===== src/rtl/core/activation_function_unit_core_assert.svh =====
// assertion macros for the activation function unit
`ifndef ACTIVATION_FUNCTION_UNIT_CORE_ASSERT_SVH
`define ACTIVATION_FUNCTION_UNIT_CORE_ASSERT_SVH

// same-cycle implication, checked outside reset
`define AFU_ASSERT_IMPL(label, ante, cons) \
    label: assert property (@(posedge i_clk) disable iff (!i_rst_n) (ante) |-> (cons)) \
        else $error("afu assertion failed");

// next-cycle implication, checked outside reset
`define AFU_ASSERT_NEXT(label, ante, cons) \
    label: assert property (@(posedge i_clk) disable iff (!i_rst_n) (ante) |=> (cons)) \
        else $error("afu assertion failed");

`endif


===== src/rtl/core/afu_pkg.sv =====
// shared constants, types and rom tables of the activation function unit
`timescale 1ns / 1ps
package afu_pkg;

    localparam int DATA_W = 16;
    localparam int ARG_W  = 24;

    localparam logic [2:0] MODE_RELU  = 3'd0;
    localparam logic [2:0] MODE_SILU  = 3'd1;
    localparam logic [2:0] MODE_GELU  = 3'd2;
    localparam logic [2:0] MODE_SWISH = 3'd3;
    localparam logic [2:0] MODE_GATED = 3'd4;

    localparam logic [2:0] ADDR_MODE = 3'd0;
    localparam logic [2:0] ADDR_BETA = 3'd4;

    localparam logic signed [DATA_W-1:0] BETA_RESET = 16'sd1024;

    typedef struct packed {
        logic                     valid;
        logic [2:0]               mode;
        logic signed [DATA_W-1:0] x;
        logic signed [DATA_W-1:0] up;
    } t_ctl;

    typedef logic [255:0][16:0] t_rom;

    // restoring long division, evaluated only while building the tables
    function automatic longint unsigned udiv(input longint unsigned a,
                                             input longint unsigned b);
        longint unsigned q;
        longint unsigned r;
        int              j;
        q = '0;
        r = '0;
        for (j = 63; j >= 0; j--) begin
            r = {r[62:0], a[j]};
            if (r >= b) begin
                r    = r - b;
                q[j] = 1'b1;
            end
        end
        return q;
    endfunction

    function automatic t_rom build_rom(input logic tanh_sel);
        t_rom              rom;
        longint unsigned   ex [257];
        longint            sum;
        longint            term;
        longint unsigned   base;
        longint unsigned   d;
        longint unsigned   p;
        longint unsigned   d2;
        longint unsigned   n2;
        longint unsigned   t;
        longint            v;
        int                n;
        int                i;
        int                m;
        int                k;
        sum  = 64'sd1 <<< 62;
        term = 64'sd1 <<< 62;
        for (n = 1; n < 40; n++) begin
            if (term != 0) begin
                term = longint'(udiv(unsigned'(term), 64'(16 * n)));
                if (n[0]) sum = sum - term;
                else sum = sum + term;
            end
        end
        base  = (longint'(unsigned'(sum)) + (64'd1 << 30)) >> 31;
        ex[0] = 64'd1 << 31;
        for (i = 1; i <= 256; i++) begin
            ex[i] = (ex[i-1] * base + (64'd1 << 30)) >> 31;
        end
        for (i = 0; i < 256; i++) begin
            m  = i - 128;
            k  = (m < 0) ? -m : m;
            d  = (64'd1 << 31) + ex[k];
            p  = udiv((64'd1 << 46) + (d >> 1), d);
            d2 = (64'd1 << 31) + ex[2*k];
            n2 = (64'd1 << 31) - ex[2*k];
            t  = udiv((n2 << 15) + (d2 >> 1), d2);
            if (tanh_sel) v = (m >= 0) ? longint'(t) : -longint'(t);
            else v = (m >= 0) ? longint'(p) : 64'sd32768 - longint'(p);
            rom[i] = v[16:0];
        end
        return rom;
    endfunction

    localparam t_rom SIG_ROM  = build_rom(1'b0);
    localparam t_rom TANH_ROM = build_rom(1'b1);

endpackage


===== src/rtl/core/afu_post.sv =====
// output multiply, gating, rounding and saturation stages
`timescale 1ns / 1ps
module afu_post import afu_pkg::*; (
    input  logic                     i_clk,
    input  logic                     i_rst_n,
    input  logic                     i_en,
    input  t_ctl                     i_ctl,
    input  logic signed [17:0]       i_s,
    output logic                     o_valid,
    output logic signed [DATA_W-1:0] o_y,
    output logic                     o_sat
);

    localparam logic signed [24:0] MAXV = 25'sd32767;
    localparam logic signed [24:0] MINV = -25'sd32768;

    t_ctl                     r_ctl1;
    logic                     r_valid2, r_valid3;
    logic signed [18:0]       r_y1;
    logic signed [24:0]       r_z;
    logic signed [DATA_W-1:0] r_y;
    logic                     r_sat;

    logic signed [18:0] w;
    logic signed [34:0] p_g;
    logic signed [33:0] p_s;
    logic signed [34:0] p_up;
    logic signed [18:0] n_y1;
    logic signed [24:0] n_z;
    logic signed [DATA_W-1:0] n_y;
    logic               n_sat;

    always_comb begin
        w   = 19'sd32768 + i_s;
        p_g = i_ctl.x * w + 35'sd32768;
        p_s = i_ctl.x * i_s + 34'sd16384;
        case (i_ctl.mode)
            MODE_RELU:  n_y1 = i_ctl.x[15] ? 19'sd0 : 19'(i_ctl.x);
            MODE_GELU:  n_y1 = $signed(p_g[34:16]);
            MODE_SILU,
            MODE_SWISH,
            MODE_GATED: n_y1 = $signed(p_s[33:15]);
            default:    n_y1 = 19'(i_ctl.x);
        endcase
        p_up = r_y1 * r_ctl1.up + 35'sd512;
        if (r_ctl1.mode == MODE_GATED) begin
            n_z = $signed(p_up[34:10]);
        end else begin
            n_z = 25'(r_y1);
        end
        if (r_z > MAXV) begin
            n_y   = 16'sh7fff;
            n_sat = 1'b1;
        end else if (r_z < MINV) begin
            n_y   = -16'sh8000;
            n_sat = 1'b1;
        end else begin
            n_y   = r_z[15:0];
            n_sat = 1'b0;
        end
    end

    always_ff @(posedge i_clk) begin
        if (!i_rst_n) begin
            r_ctl1   <= '0;
            r_valid2 <= 1'b0;
            r_valid3 <= 1'b0;
        end else if (i_en) begin
            r_ctl1   <= i_ctl;
            r_valid2 <= r_ctl1.valid;
            r_valid3 <= r_valid2;
        end
    end

    always_ff @(posedge i_clk) begin
        if (i_en) begin
            r_y1  <= n_y1;
            r_z   <= n_z;
            r_y   <= n_y;
            r_sat <= n_sat;
        end
    end

    assign o_valid = r_valid3;
    assign o_y     = r_y;
    assign o_sat   = r_sat;

endmodule


===== config.mk =====
export PLATFORM = sky130hd
export DESIGN_NAME = afu_post
export DESIGN_NICKNAME = d
export VERILOG_FILES = /design/src/rtl/core/activation_function_unit_core_assert.svh /design/src/rtl/core/afu_pkg.sv /design/src/rtl/core/afu_post.sv
export SDC_FILE = /design/constraint.sdc
export NUM_CORES = 2
export LEC_CHECK = 0
export BUFFER_PORTS_ARGS = -buffer_cell sky130_fd_sc_hd__buf_2
export CAP_MARGIN = 20
export CORE_MARGIN = 1.5
export CORE_UTILIZATION = 60
export CTS_CLUSTER_DIAMETER = 150
export DETAILED_ROUTE_END_ITERATION = 10
export GPL_TIMING_DRIVEN = 1
export PLACE_DENSITY = 0.85
export SLEW_MARGIN = 15
export SYNTH_ARGS = -nofsm -noshare
export SYNTH_HDL_FRONTEND = slang
export SYNTH_SLANG_ARGS = --single-unit

===== constraint.sdc =====
create_clock -name i_clk -period 25.1 [get_ports i_clk]
set_input_delay 7.53 -clock i_clk [delete_from_list [all_inputs] [get_ports i_clk]]
set_output_delay 7.53 -clock i_clk [all_outputs]
set_load 0.01 [all_outputs]

==> results.py <==
metrics = {
    "sta": {
        "setup-tns-final_ps": 0,
        "final-hold-violation-count": 0,
        "fmaxAchievable_mhz": 67.3,
        "tightest_slew_ps": 1100,
        "period_share_pct": 59.2,
        "rsz0062_at_grt": "no",
        "slew_violations": 0,
        "final-setup-viol-count": 0,
        "clock_skew_ps": 8.75,
        "period_minus_slack_ps": 14850,
        "slew_headroom_pct": 26.6,
        "hold_ws_ps": 513,
    },
    "critical_path": {
        "start_kind": "input port",
        "rrSetupSlack_ps": 17720,
        "worstPathMaxFanout": 34,
        "reg2regPathDepth": 20,
        "end_kind": "register",
        "arrival_ps": 14970,
        "path_class": "in -> reg",
        "cp_data_required_time_ps": 25220,
        "r2r-end": "r_z[23]",
        "r2r_start": "r_y1[7]",
    },
    "synthesis": {
        "syn_inst": 3292,
        "synth-edff-count": 61,
        "ys_ff_latch": 83,
        "ys_async_sr_fraction_pct": 0,
        "synth_cell_types": 64,
        "yosysSeqAreaShare_pct": 7.31,
        "avgSynthCellArea_um2": 9.44,
        "synth_most_common_cell": "inv_1",
        "synth_top_area_share_pct": 50.3,
        "syn_area_um2": 31100,
        "yosys_most_used_dff": "edfxtp_1",
        "yosysWarnings": 0,
        "synth_common_cells": "inv_1 (904), fa_1 (781), nand2_1 (397), and2_1 (249), ha_1 (202)",
        "synthTopCellsByArea": "fa_1 (50%), inv_1 (11%), ha_1 (8.1%)",
        "synth_area_leader_cell": "fa_1",
        "syn-num-nets": 4332,
    },
    "detailed_routing": {
        "drcViolationCount": 0,
        "drtIter0Drc": 1766,
        "ant_nets": 0,
        "vias": 22200,
        "wl_per_cell_um": 19.2,
        "dr.pass1.iters": 8,
        "wl_um": 75800,
        "viasPerCell": 5.62,
    },
    "place": {
        "gp_congestion": 0.951,
        "dp.cells": 3934,
        "dp.final_hpwl_um": 60300,
        "port_buffers": 74,
    },
    "cts": {
        "clock-root-buffer": "clkbuf_16",
        "cts_hold_buf": 0,
        "cts_tree": "done",
        "post_cts_resized": 0,
        "cts_buffers": 9,
        "h-tree-depth": 3,
        "clk_pin_slew_ps": 70,
        "clk_latency_ps": 360,
        "max-clock-path-buffers": 2,
        "cts.sinks": 83,
        "post-cts-setup-buffers": 0,
    },
    "hold_path": {
        "holdCritStartpoint": "r_z[24]",
        "hold_end": "o_y[15]",
        "hp-class": "reg -> reg",
        "worstHoldPathCells": 0,
    },
    "global_routing": {
        "grt_use_total_pct": 30.5,
        "grt_pass1_vias": 24700,
        "grt_pass1_wl_um": 126000,
        "grt_max_degree": 48,
        "gr-total-overflow": 0,
        "antenna_found_initial": 3,
    },
    "floorplan": {
        "ios": 75,
        "die_w_um": 231,
        "die_area_um2": 53200,
        "initial_core_util_pct": 60.7,
        "core.rowCount": 83,
        "dieHeight_um": 231,
        "placeableCoreArea_um2": 51200,
    },
    "run": {
        "max_cap_violations": 0,
    },
    "final_layout": {
        "utilization_pct": 63.0,
        "area_growth_pct": 3.77,
        "drive_gt1_share_pct": 3.52,
        "fin_cells": 3951,
        "finalNetCount": 4305,
    },
    "status": {
        "status": "finished, final reports clean",
    },
}
-- cell type report --
type                    instances  area [um^2]
multi-input cells            2178        24900
fillers                      3956        19000
inverters                     905         3400
flip-flops and latches         83         2270
well taps                     680          851
repair buffers                 88          478
clock buffers                   9          225
clock inverters                 7         81.3
diodes                          1         2.50
-- per-stage QoR --
stage	instance area, um^2	worst slack (ps)
after floorplan	31100	11160
after detailed placement	31900	9970
after global routing	32200	9950
final	32200	10250
after global placement	31900	10130
after CTS	32200	10350
-- worst max-delay path by stage --
stage	startpoint	endpoint	slack (ps)	depth (start not counted)
floorplan	i_s[17]	r_y1[18]	11160	25
global placement	i_s[15]	r_y1[18]	10130	25
detailed placement	i_s[15]	r_y1[18]	9970	25
CTS	i_s[15]	r_y1[18]	10350	25
global route	i_s[15]	r_y1[18]	9950	25
finish	i_s[15]	r_y1[18]	10250	25
-- registers in the layout, summed over array words and instances, names as in the netlist --
register  cells
r_z          25
r_y1         19
r_valid2      1
o_y          16
o_valid       1
o_sat         1
r_ctl1       20
-- worst max-delay path, cell delays in order --
cell and delay (ps):
buf_2 520, ha_1 270, xor2_1 860, nand2_1 190, fa_1 580, inv_1 50
fa_1 490, inv_1 60, fa_1 540, inv_1 60, fa_1 400, fa_1 510
inv_1 50, fa_1 480, inv_1 50, ha_1 330, a21o_1 190, a21o_1 180
a21o_1 200, a2111oi_0 410, nand3_1 190, a31oi_1 290, o21ba_2 170, xnor2_1 70
a221o_1 290
-- cell families (layout without fill, tap and decap cells) --
kind of cell    count (synthesis)  in the layout  share of synthesized area [%]
flops                          83             83                           7.31
other cells                     0              1                              0
compound gates                244            244                           5.36
mux                            27             27                          0.878
xor+xnor                       87             87                           2.45
fa+ha+maj                     983            983                           58.5
buf+inv                      1031           1009                           12.5
simple gates                  837            837                           13.1
-- cell usage in the layout, fill, tap and decap left out, types with 15 or more instances in the layout --
cell        n
a21o_1     45
a21oi_1    39
and2_1    249
buf_2      73
buf_4      15
dfxtp_1    22
edfxtp_1   61
fa_1      781
ha_1      202
inv_1     904
mux2i_1    25
nand2_1   397
nand2b_1   33
nand3_1    23
nor2_1     60
nor2b_1    30
o21ai_0    49
xnor2_1    70
xor2_1     17
-- routing by layer --
metal  vias up  share of wire (%)  GRT usage [%]
li1       9563                  -              -
met1     11100                 38           39.7
met2      1251                 47           50.1
met3       261                 11           6.61
met4         2                4.1           11.7
met5         -              0.017              0
Power is not shown: default switching activity piles up to over one toggle a cycle in this logic, so the estimate is an artifact.
