## config.mk

```make
export PLATFORM = sky130hd
export DESIGN_NAME = afu_arg
export DESIGN_NICKNAME = d
export VERILOG_FILES = /design/src/rtl/core/activation_function_unit_core_assert.svh /design/src/rtl/core/afu_pkg.sv /design/src/rtl/core/afu_arg.sv
export SDC_FILE = /design/constraint.sdc
export NUM_CORES = 2
export LEC_CHECK = 0
export BUFFER_PORTS_ARGS = -buffer_cell sky130_fd_sc_hd__buf_2
export CORE_MARGIN = 8
export CORE_UTILIZATION = 45
export DETAILED_ROUTE_END_ITERATION = 10
export SLEW_MARGIN = 40
export SYNTH_ARGS = -nofsm -noshare
export SYNTH_HDL_FRONTEND = slang
export SYNTH_SLANG_ARGS = --single-unit
```

## constraint.sdc

```tcl
create_clock -name i_clk -period 8.55 [get_ports i_clk]
set_clock_uncertainty 0.05 [all_clocks]
set_input_delay 0.855 -clock i_clk [delete_from_list [all_inputs] [get_ports i_clk]]
set_output_delay 0.855 -clock i_clk [all_outputs]
set_load 0.005 [all_outputs]
```

## src/rtl/core/activation_function_unit_core_assert.svh

```systemverilog
// assertion macros for the activation function unit
`ifndef ACTIVATION_FUNCTION_UNIT_CORE_ASSERT_SVH
`define ACTIVATION_FUNCTION_UNIT_CORE_ASSERT_SVH

// same-cycle implication, checked outside reset
`define AFU_ASSERT_IMPL(label, ante, cons) \
    label: assert property (@(posedge i_clk) disable iff (!i_rst_n) (ante) |-> (cons)) \
        else $error("afu assertion failed");

// next-cycle implication, checked outside reset
`define AFU_ASSERT_NEXT(label, ante, cons) \
    label: assert property (@(posedge i_clk) disable iff (!i_rst_n) (ante) |=> (cons)) \
        else $error("afu assertion failed");

`endif

```

## src/rtl/core/afu_pkg.sv

```systemverilog
// shared constants, types and rom tables of the activation function unit
`timescale 1ns / 1ps
package afu_pkg;

    localparam int DATA_W = 16;
    localparam int ARG_W  = 24;

    localparam logic [2:0] MODE_RELU  = 3'd0;
    localparam logic [2:0] MODE_SILU  = 3'd1;
    localparam logic [2:0] MODE_GELU  = 3'd2;
    localparam logic [2:0] MODE_SWISH = 3'd3;
    localparam logic [2:0] MODE_GATED = 3'd4;

    localparam logic [2:0] ADDR_MODE = 3'd0;
    localparam logic [2:0] ADDR_BETA = 3'd4;

    localparam logic signed [DATA_W-1:0] BETA_RESET = 16'sd1024;

    typedef struct packed {
        logic                     valid;
        logic [2:0]               mode;
        logic signed [DATA_W-1:0] x;
        logic signed [DATA_W-1:0] up;
    } t_ctl;

    typedef logic [255:0][16:0] t_rom;

    // restoring long division, evaluated only while building the tables
    function automatic longint unsigned udiv(input longint unsigned a,
                                             input longint unsigned b);
        longint unsigned q;
        longint unsigned r;
        int              j;
        q = '0;
        r = '0;
        for (j = 63; j >= 0; j--) begin
            r = {r[62:0], a[j]};
            if (r >= b) begin
                r    = r - b;
                q[j] = 1'b1;
            end
        end
        return q;
    endfunction

    function automatic t_rom build_rom(input logic tanh_sel);
        t_rom              rom;
        longint unsigned   ex [257];
        longint            sum;
        longint            term;
        longint unsigned   base;
        longint unsigned   d;
        longint unsigned   p;
        longint unsigned   d2;
        longint unsigned   n2;
        longint unsigned   t;
        longint            v;
        int                n;
        int                i;
        int                m;
        int                k;
        sum  = 64'sd1 <<< 62;
        term = 64'sd1 <<< 62;
        for (n = 1; n < 40; n++) begin
            if (term != 0) begin
                term = longint'(udiv(unsigned'(term), 64'(16 * n)));
                if (n[0]) sum = sum - term;
                else sum = sum + term;
            end
        end
        base  = (longint'(unsigned'(sum)) + (64'd1 << 30)) >> 31;
        ex[0] = 64'd1 << 31;
        for (i = 1; i <= 256; i++) begin
            ex[i] = (ex[i-1] * base + (64'd1 << 30)) >> 31;
        end
        for (i = 0; i < 256; i++) begin
            m  = i - 128;
            k  = (m < 0) ? -m : m;
            d  = (64'd1 << 31) + ex[k];
            p  = udiv((64'd1 << 46) + (d >> 1), d);
            d2 = (64'd1 << 31) + ex[2*k];
            n2 = (64'd1 << 31) - ex[2*k];
            t  = udiv((n2 << 15) + (d2 >> 1), d2);
            if (tanh_sel) v = (m >= 0) ? longint'(t) : -longint'(t);
            else v = (m >= 0) ? longint'(p) : 64'sd32768 - longint'(p);
            rom[i] = v[16:0];
        end
        return rom;
    endfunction

    localparam t_rom SIG_ROM  = build_rom(1'b0);
    localparam t_rom TANH_ROM = build_rom(1'b1);

endpackage

```

## src/rtl/core/afu_arg.sv

```systemverilog
// table argument stages: gelu cubic polynomial and swish scaling; other modes pass x on
`timescale 1ns / 1ps
module afu_arg import afu_pkg::*; (
    input  logic                     i_clk,
    input  logic                     i_rst_n,
    input  logic                     i_en,
    input  t_ctl                     i_ctl,
    input  logic signed [DATA_W-1:0] i_beta,
    output t_ctl                     o_ctl,
    output logic signed [ARG_W-1:0]  o_arg
);

    localparam logic signed [15:0] LIM  = 16'sd8192;
    localparam logic signed [16:0] C3   = 17'sd46887;
    localparam logic signed [20:0] C1   = 21'sd836643;
    localparam logic signed [31:0] H10  = 32'sd512;
    localparam logic signed [39:0] H20  = 40'sd524288;

    t_ctl                    r_ctl1, r_ctl2, r_ctl3, r_ctl4;
    logic signed [15:0]      r_u1, r_u2;
    logic signed [17:0]      r_x2;
    logic signed [20:0]      r_x3;
    logic signed [17:0]      r_inner;
    logic signed [ARG_W-1:0] r_sw1, r_sw2, r_sw3;
    logic signed [ARG_W-1:0] r_arg;

    logic signed [15:0]      n_u;
    logic signed [31:0]      p_uu;
    logic signed [31:0]      p_sw;
    logic signed [33:0]      p_x3;
    logic signed [37:0]      p_c3;
    logic signed [39:0]      p_c1;
    logic signed [17:0]      n_inner;
    logic signed [ARG_W-1:0] n_arg;

    always_comb begin
        if (i_ctl.x > LIM) begin
            n_u = LIM;
        end else if (i_ctl.x < -LIM) begin
            n_u = -LIM;
        end else begin
            n_u = i_ctl.x;
        end
        p_uu    = n_u * n_u + H10;
        p_sw    = i_beta * i_ctl.x + H10;
        p_x3    = r_x2 * r_u1 + 34'sd512;
        p_c3    = C3 * r_x3 + 38'sd524288;
        n_inner = $signed(p_c3[37:20]) + r_u2;
        p_c1    = C1 * r_inner + H20;
        case (r_ctl3.mode)
            MODE_GELU:  n_arg = ARG_W'($signed(p_c1[39:20]));
            MODE_SWISH: n_arg = r_sw3;
            default:    n_arg = ARG_W'(r_ctl3.x);
        endcase
    end

    always_ff @(posedge i_clk) begin
        if (!i_rst_n) begin
            r_ctl1 <= '0;
            r_ctl2 <= '0;
            r_ctl3 <= '0;
            r_ctl4 <= '0;
        end else if (i_en) begin
            r_ctl1 <= i_ctl;
            r_ctl2 <= r_ctl1;
            r_ctl3 <= r_ctl2;
            r_ctl4 <= r_ctl3;
        end
    end

    always_ff @(posedge i_clk) begin
        if (i_en) begin
            r_u1    <= n_u;
            r_x2    <= $signed(p_uu[27:10]);
            r_sw1   <= ARG_W'($signed(p_sw[31:10]));
            r_u2    <= r_u1;
            r_x3    <= $signed(p_x3[30:10]);
            r_sw2   <= r_sw1;
            r_inner <= n_inner;
            r_sw3   <= r_sw2;
            r_arg   <= n_arg;
        end
    end

    assign o_ctl = r_ctl4;
    assign o_arg = r_arg;

endmodule

```

==> results.py <==
metrics = {
    "place": {
        "port_buffers": 114,
        "gp_congestion": 0.880,
        "dpl.hpwl_mm": 94.1,
    },
    "clock_network": {
        "clock_latency_ns": 0.56,
        "clk_pin_slew_ns": 0.06,
        "clock_path_buffers": 3,
        "cts-root-buf": "clkbuf_16",
        "holdBufCountCts": 0,
        "cts_tree": "done",
        "cts_buffers": 37,
        "clkSinkCount": 321,
        "cts_htree_levels": 2,
    },
    "floorplanning": {
        "die_h_um": 351,
        "design.core.area_um2": 112000,
        "dieArea_um2": 123000,
        "chipWidth_um": 351,
        "start_util_pct": 45.1,
        "ios": 115,
        "placementRows": 123,
    },
    "sta": {
        "min_period_over_period_pct": 93.7,
        "fmax_ghz": 0.125,
        "fin_crit_ns": 8.01,
        "finalHoldViolations": 0,
        "tns_ns": 0,
        "worst_pin_slew_ns": 0.828,
        "slew_headroom_pct": 44.8,
        "setup_violations": 0,
        "rsz0062_at_grt": "false",
        "drv_slew": 0,
    },
    "worst_setup_path": {
        "r2r.worst_path.cells": 32,
        "critPathMaxFanout": 7,
        "cp.required_ns": 8.82,
        "critPathCaptureType": "flip-flop",
        "ff2ff_setup_slack_ns": 0.54,
        "critPathLaunchType": "flip-flop",
        "critPathArrivalTime_ns": 8.28,
        "reg2reg_from": "r_x3[6]$_DFFE_PP_",
        "r2r_end": "r_inner[16]$_DFFE_PP_",
        "crit_slowest_cell": "fa_1",
        "crit_top_cell": "fa_1",
        "slowest_delay_ns": 0.51,
        "critical_path_class": "flip-flop to flip-flop",
    },
    "cells_and_area": {
        "area_delta_synth_final_pct": 7.34,
        "final_net_count": 6641,
        "fillers": 10500,
        "multi_input_area_um2": 36900,
        "drive_above_1_share_pct": 5.26,
        "regArea_um2": 8200,
    },
    "detailed_routing": {
        "drtIter0Drc": 1518,
        "drt_wl_total_mm": 114,
        "vias": 32200,
        "ant_nets": 0,
        "drc": 0,
        "dr.pass1.iters": 5,
        "vias_per_cell": 4.91,
        "post_drt_wl_per_cell_um": 17.4,
    },
    "synth": {
        "ys_ff_latch": 321,
        "ys_async_sr_fraction_pct": 0,
        "synthDistinctLibCells": 68,
        "synth_edf_count": 177,
        "synth-warning-count": 0,
        "synth_fp_nets": 6566,
        "syn_area_um2": 50400,
        "syn_avg_cell_area_um2": 10.2,
        "syn_inst": 4952,
        "synthFlopType": "edfxtp_1",
        "ys_seq_area_share_pct": 16.3,
    },
    "worst_hold_path": {
        "hold_path_end": "r_sw3[19]$_DFFE_PP_",
        "hold_class": "flip-flop to flip-flop",
        "whs_path_depth": 0,
        "hold_path_startpoint": "r_sw2[19]$_DFFE_PP_",
    },
    "global_route": {
        "grt_pass1_wl_mm": 188,
        "grt_max_degree": 124,
        "grtUsageTotal_pct": 19.1,
        "antenna_found_initial": 3,
        "gr-total-overflow": 0,
        "grt_pass1_vias": 35200,
    },
    "job": {
        "maxCapViolCount": 0,
    },
    "status": {
        "outcome": "finished clean",
    },
}
[critical path, delay by kind of cell, from the launching register on]
family | cells | cell delay, ns
AO/OA/AOI/OAI | 13 | 2.72
XOR/XNOR | 2 | 0.18
adder cells (fa/ha/maj) | 9 | 3.63
buffers and inverters | 5 | 0.39
flip-flops | 1 | 0.43
AND/OR/NAND/NOR | 3 | 0.41
[metrics by stage]
stage	cell area, µm²	cells	utilization (%)	worst slack (ns)	hold WS [ns]
after floorplan	50400	4952	-	0.312	0.350
after global placement	52800	6483	47.2	0.353	0.351
after detailed placement	52900	6485	47.3	0.253	0.355
after CTS	54100	6552	48.4	0.402	0.367
after global routing	54100	6556	48.4	0.0461	0.377
final	54100	6557	48.4	0.541	0.366
[cell type report]
cell class	instances	area share (%)
Antenna cell	2	0.00924
Clock buffer	44	1.83
Clock inverter	23	0.416
Inverter	1276	8.85
Multi-Input combinational cell	3206	68.2
Sequential cell	321	15.1
Tap cell	1500	3.47
Timing Repair Buffer	185	2.14
[timing repair]
action / 4_1_cts / 5_1_grt
gates resized for setup: 0 / 1
setup buffers: 0 / 0
endpoints found under the setup margin: 0 / 1
[cells in the mapped netlist, drive strengths merged, types with 79 or more instances]
cell type | count | area [µm²]
edfxtp | 177 | 5320
a21oi | 79 | 403
dfxtp | 144 | 2880
mux2i | 146 | 1460
nand2 | 386 | 1450
clkbuf | 133 | 499
nor2b | 156 | 976
nor2 | 118 | 445
ha | 578 | 7230
and2 | 258 | 1610
inv | 1274 | 4780
xnor2 | 111 | 972
fa | 981 | 19600
[placed cells by master (no fill, tap or decap), drive strengths merged, types with 5 or more instances in the layout]
master,synthesis,routed
buf,16,185
a211o,5,5
a21boi,5,5
mux2i,146,146
a21oi,79,79
a31oi,7,7
clkbuf,133,44
clkinv,2,20
dfxtp,144,144
nor3,28,28
ha,578,578
o211ai,7,7
nor2,118,118
nand2b,40,40
fa,981,981
a21o,31,31
edfxtp,177,177
xnor2,111,111
o21bai,6,6
nand3,21,21
and3,40,40
and2,258,258
or2,10,10
nand2,386,386
nor2b,156,156
xor2,34,34
nor4,6,6
o21ai,51,51
o31ai,5,5
nand4,17,17
a211oi,11,11
inv,1274,1277
o21a,29,29
[layer usage]
layer / wire [µm] / track usage [%]
met2: 53100 / 31.2
met4: 2180 / 3.89
met1: 53600 / 27.0
met5: 0 / 0
met3: 5420 / 2.89
[worst max-delay path by stage]
stage	start	end	slack (ns)
floorplan	i_ctl[31]	r_x2[16]$_DFFE_PP_	0.31
global placement	i_ctl[27]	r_x2[17]$_DFFE_PP_	0.35
detailed placement	i_ctl[18]	r_x2[17]$_DFFE_PP_	0.25
CTS	r_x3[6]$_DFFE_PP_	r_inner[16]$_DFFE_PP_	0.40
global route	r_x3[6]$_DFFE_PP_	r_inner[16]$_DFFE_PP_	0.05
finish	r_x3[6]$_DFFE_PP_	r_inner[16]$_DFFE_PP_	0.54
[sequential cells by signal, indices dropped and copies added, names as in the netlist]
signal / flops
o_arg: 22
o_ctl: 36
r_ctl1: 36
r_ctl2: 36
r_ctl3: 36
r_inner: 18
r_sw1: 22
r_sw2: 22
r_sw3: 22
r_u1: 16
r_u2: 16
r_x2: 18
r_x3: 21
[cells by family after synthesis]
group / Yosys count / synth area share, %
xor gates and xnor gates: 145 / 2.52
DFF: 321 / 16.3
buffers and inverters: 1425 / 10.6
adders and majority gates: 1559 / 53.3
muxes: 147 / 2.92
AOI/OAI and AO/OA: 260 / 3.40
and+or+nand+nor: 1095 / 11.0
Power is not shown: default switching activity piles up to over one toggle a cycle in this logic, so the estimate is an artifact.
